File: src/hdl/twq_pkg.sv
package twq_pkg;

    localparam int BINS          = 1024;
    localparam int ITEMS         = 256;
    localparam int BIN_W         = $clog2(BINS);
    localparam int ITEM_W        = $clog2(ITEMS);
    localparam int LINK_W        = ITEM_W + 1;
    localparam int TIME_WIDTH    = 32;
    localparam int PAYLOAD_WIDTH = 32;
    localparam int TICK_W        = 16;
    localparam int QUOT_W        = TIME_WIDTH;
    localparam int QCNT_W        = $clog2(QUOT_W + 1);

    localparam logic [LINK_W-1:0] NIL = LINK_W'(ITEMS);

    typedef enum logic [1:0] {
        CMD_ENQ = 2'd0,
        CMD_DEQ = 2'd1,
        CMD_REM = 2'd2,
        CMD_ADV = 2'd3
    } cmd_t;

    typedef enum logic [2:0] {
        ST_OK         = 3'd0,
        ST_EMPTY      = 3'd1,
        ST_TOO_EARLY  = 3'd2,
        ST_BEYOND     = 3'd3,
        ST_POOL_FULL  = 3'd4,
        ST_BAD_HANDLE = 3'd5,
        ST_BIN_BUSY   = 3'd6
    } status_t;

    typedef struct packed {
        logic start;
        logic done;
    } div_ctl_t;

endpackage

File: src/hdl/twq_divider.sv
module twq_divider (
    input  logic                            clk,
    input  logic                            rst_n,
    input  twq_pkg::div_ctl_t               ctl_in,
    input  logic [twq_pkg::TIME_WIDTH-1:0]  dividend,
    input  logic [twq_pkg::TICK_W-1:0]      divisor,
    output twq_pkg::div_ctl_t               ctl_out,
    output logic [twq_pkg::QUOT_W-1:0]      quotient
);
    import twq_pkg::*;

    logic [QUOT_W-1:0] quot_reg, quot_next;
    logic [TICK_W:0]   rem_reg, rem_next;
    logic [QCNT_W-1:0] cnt_reg, cnt_next;
    logic              busy_reg, busy_next;
    logic              done_reg, done_next;
    logic [TICK_W:0]   trial;

    // one quotient bit per cycle, restoring
    always_comb
    begin
        quot_next = quot_reg;
        rem_next  = rem_reg;
        cnt_next  = cnt_reg;
        busy_next = busy_reg;
        done_next = 1'b0;
        trial     = {rem_reg[TICK_W-1:0], quot_reg[QUOT_W-1]};
        if (ctl_in.start)
        begin
            quot_next = dividend;
            rem_next  = '0;
            cnt_next  = QCNT_W'(QUOT_W);
            busy_next = 1'b1;
        end
        else if (busy_reg)
        begin
            if (trial >= {1'b0, divisor})
            begin
                rem_next  = trial - {1'b0, divisor};
                quot_next = {quot_reg[QUOT_W-2:0], 1'b1};
            end
            else
            begin
                rem_next  = trial;
                quot_next = {quot_reg[QUOT_W-2:0], 1'b0};
            end
            cnt_next = cnt_reg - 1'b1;
            if (cnt_reg == QCNT_W'(1))
            begin
                busy_next = 1'b0;
                done_next = 1'b1;
            end
        end
    end

    always_ff @(posedge clk or negedge rst_n)
    begin
        if (!rst_n)
        begin
            busy_reg <= 1'b0;
            done_reg <= 1'b0;
            cnt_reg  <= '0;
        end
        else
        begin
            busy_reg <= busy_next;
            done_reg <= done_next;
            cnt_reg  <= cnt_next;
        end
    end

    always_ff @(posedge clk)
    begin
        quot_reg <= quot_next;
        rem_reg  <= rem_next;
    end

    assign quotient      = quot_reg;
    assign ctl_out.start = busy_reg;
    assign ctl_out.done  = done_reg;

    a_done_ends_busy: assert property (@(posedge clk) disable iff (!rst_n)
        done_reg |-> !busy_reg) else $error("divider done while busy");
    a_start_busy: assert property (@(posedge clk) disable iff (!rst_n)
        ctl_in.start |=> busy_reg) else $error("divider did not start");
    a_rem_below: assert property (@(posedge clk) disable iff (!rst_n)
        done_reg |-> rem_reg < {1'b0, divisor}) else $error("remainder too big");

endmodule
File: config.mk
export PLATFORM = sky130hd
export DESIGN_NAME = twq_divider
export DESIGN_NICKNAME = d
export VERILOG_FILES = /design/src/hdl/twq_pkg.sv /design/src/hdl/twq_divider.sv
export SDC_FILE = /design/constraint.sdc
export NUM_CORES = 1
export LEC_CHECK = 0
export BUFFER_PORTS_ARGS = -buffer_cell sky130_fd_sc_hd__buf_2
export CAP_MARGIN = 10
export CORE_MARGIN = 1.5
export CORE_UTILIZATION = 50
export CTS_CLUSTER_DIAMETER = 200
export DETAILED_ROUTE_END_ITERATION = 8
export GPL_ROUTABILITY_DRIVEN = 0
export GPL_TIMING_DRIVEN = 0
export MAX_ROUTING_LAYER = met4
export PLACE_DENSITY_LB_ADDON = 0.1
export SYNTH_ARGS = -nofsm -noshare
export SYNTH_HDL_FRONTEND = slang
export SYNTH_SLANG_ARGS = --single-unit
File: constraint.sdc
create_clock -name clk -period 3.95 [get_ports clk]
set_input_delay 0.1975 -clock clk [delete_from_list [all_inputs] [get_ports clk]]
set_output_delay 0.1975 -clock clk [all_outputs]
set_load 0.005 [all_outputs]
==> results by group <==
Placement
  – Count of port buffers added during placement: 83
  – Estimated wirelength of the detail-placed design: 5978 um
  – Worst slack at placement: 897.8 ps
  – Placed inst area: 0.003925 mm^2

Job
  – Max-Cap Viols: 0

Global routing
  – Remaining global-route overflow: 0
  – Number of global-route vias before repair: 2715
  – Aggregate global-route resource usage: 0.2270
  – Initial antenna violation count: 0
  – Wire length of the first global-routing pass: 12700 um
  – Pin count of the biggest net entering global routing: 33

Cells and area
  – Count of filler cells inserted in the layout: 574
  – Number of antenna repair diodes: 0
  – Final instance area: 0.004054 mm^2
  – Final net count: 497
  – Most frequent standard cell in the layout excluding fill and tap cells: buf_2
  – Area growth syn-to-layout: 18.77%
  – Number of flip-flops under the largest register name: 32
  – Layout cell share with drive strength beyond 1: 0.3232
  – Core Util, Final: 0.6277
  – Most frequent cells in the layout: 84 x buf_2, 33 x mux2_2, 32 x edfxtp_1

Setup path
  – Crit Path Class: register to register
  – Most common cell type on the critical path: inv_1
  – Peak per-stage delay on the critical path: 580 ps
  – Bufs and invs on worst path: 2
  – CP Data Required Time: 4150 ps
  – Critical Path Source Type: register
  – Sort of element at the end of the critical path: register
  – Critical path, cell by cell: inv_1 > ha_1 > inv_1 > fa_1 > a21o_1 > a221oi_1 > o221ai_1 > and3_1 > or3_1 > a22o_1
  – Worst path arrival time: 3280 ps
  – Critical-path top delay cell: a221oi_1
  – Maximum fanout along the worst path: 4
  – Top cell family by delay on the critical path: compound AO/OA/AOI/OAI gates

Synthesis
  – Post-synth ARST share: 0.1429
  – Number of storage elements in the synthesis netlist: 56
  – Most area-hungry cell type in the Yosys netlist: edfxtp_1
  – Cell area after technology mapping: 0.003413 mm^2
  – Flip-flop cell with the highest count after synthesis: edfxtp_1
  – Unique cell type count in the Yosys netlist: 59
  – Post-synth top area share: 0.2815
  – Post-synth net total: 405
  – Fraction of the yosys area taken by sequential cells: 0.4340
  – Mapped Avg Cell Area: 10.22 um^2
  – Cells taking the most area after synthesis: edfxtp_1 28%, mux2_2 11%, dfxtp_1 9.4%, ha_1 6.6%, dfrtp_1 5.9%
  – Count of flip-flops with a built-in enable after synthesis: 32
  – Gate Count Post-Synth: 334
  – Warnings, synthesis: 0

STA
  – Time the final worst path needs with I/O delays and setup: 3076 ps
  – Pins Over Slew Limit: 0
  – Number of hold violations in the final report: 0
  – Tightest slew margin relative to the limit: 0.5639
  – Total setup violations reported at the end of the flow: 0
  – Maximum frequency from static timing analysis: 0.3251 GHz
  – Worst path setup slack after routing: 873.7 ps
  – Final TNS setup: 0 ps
  – Setup repair after global routing missed its margin: false
  – Skew final: 12.52 ps
  – Tcrit/Tclk final: 0.7788
  – Worst-Margin Slew: 654.1 ps

Clock tree
  – Clock latency at the later pin of the worst-skew pair: 310 ps
  – Sinks on the clock net: 56
  – TritonCTS clock tree: yes
  – CTS H-tree depth: 2
  – CTS Root Cell: clkbuf_8
  – Max Root-Sink Buffers: 2
  – Clock-pin slew of the registers on the worst-case setup and hold paths: 100 ps
  – CTS buffer count: 5

Route
  – Total DRC errors in the routed layout: 3
  – Metal2 WL: 3809 um
  – Highest routed metal layer: met4
  – Routed length per placed instance: 15.99 um
  – Met3 WL post-DR: 510 um
  – Overall routed net length: 8060 um
  – Ratio of routed vias to standard cells: 5.728
  – Met1 routed wirelength after detailed routing: 3635 um
  – Final antenna-violating net count: 0
  – Detailed-routing iteration count for the pre-antenna-repair pass: 6
  – Detailed router's first-iteration violation count: 141
  – Via count: 2887

Die
  – Core Region: 0.006459 mm^2
  – Die area: 0.007331 mm^2
  – Starting utilization of the core area: 0.5285
  – Floorplan row count: 29
  – Die width: 85.62 um
  – Number of I/O pins: 86
  – Vertical extent of the die: 85.62 um

Power
  – Power density over the cells: 570.1 mW/mm^2
  – Worst vdd rail ir drop: 0.2592 mV
  – Leakage power figure: 1.818 nW

Status
  – Status: complete, but fails checks
  – Failing checks: DRC

Min path
  – Hold Path Class: input port to register
==> worst register-to-register path: stages, from the launching register on <==
cell,delay [ps]
edfxtp_1,390
inv_1,80
ha_1,160
inv_1,50
fa_1,420
a21o_1,230
a221oi_1,580
o221ai_1,280
and3_1,230
or3_1,350
a22o_1,190
==> logic make-up after synthesis <==
logic type | share of synthesized area
multiplexers | 0.1118
buffers and inverters | 0.05425
AO/OA/AOI/OAI | 0.1536
AND/OR/NAND/NOR | 0.1437
XOR/XNOR | 0.03079
flip-flops | 0.4340
adder cells (fa/ha/maj) | 0.07185
==> metrics by stage <==
step           instances  power, mW  hold WS [ps]
6_report             504      2.311         182.0
2_1_floorplan        334      1.685        -98.09
3_3_place_gp         494      1.944         44.94
5_1_grt              504      2.472         173.3
3_5_place_dp         494      1.978         51.14
4_1_cts              503      2.304         173.6
==> repair_timing <==
item	in CTS	in global routing
hold buffers	1	0
setup endpoints to repair	0	0
hold endpoints to repair	8	0
buffers inserted	0	0
gates resized for setup	0	0
==> power breakdown <==
part           switching [mW]  internal (mW)  total (mW)
combinational           0.607          0.496        1.10
sequential              0.108          0.777       0.885
clock                   0.195          0.128       0.323
==> layer usage <==
layer,vias to the layer above,track usage
met5,-,-
met4,0,0.07331
met3,12,0.03657
met2,93,0.3443
met1,1360,0.3131
li1,1422,-
==> path summary, 6_finish.rpt <==
kind | from | to | slack (ps) | cells after the start
max | quotient[31] | rem_reg[12] | 870 | 10
min | dividend[15] | quotient[15] | 180 | 2
max reg2reg | quotient[31] | rem_reg[12] | 870 | 10
min reg2reg | rem_reg[15] | rem_reg[15] | 500 | 2
max in group asynchronous | rst_n | cnt_reg[0] | 3530 | 2
min in group asynchronous | rst_n | busy_reg | 240 | 2
==> final cells by class <==
cell class              count  area, um^2  area share
multi-input cells         235        1747      0.4309
flip-flops and latches     56        1481      0.3654
repair buffers             85       452.9      0.1117
well taps                  77       96.34     0.02377
plain buffers              19       95.09     0.02346
inverters                  24       90.09     0.02222
clock buffers               5       68.82     0.01698
clock inverters             3       22.52    0.005556
==> synth_stat cells, drive strengths merged (2+ instances only) <==
library cell	n
o211a	2
nor4	3
dfrtp	8
xnor2	7
dfxtp	16
inv	24
xor2	5
and3	3
and2	3
nor2b	3
a2111oi	2
nand2b	4
or3b	2
nand2	23
clkbuf	11
nand3	11
a211oi	7
a2111o	2
or2	2
o221ai	2
nor3b	3
a311oi	7
a31o	2
edfxtp	32
or3	2
buf	8
o31ai	2
o21a	3
nor3	7
mux2	33
a21oi	14
nor2	26
o22ai	2
o21ai	7
ha	18
a21boi	2
a21o	7
nand4	3
Power figures use the tool's default switching activity.
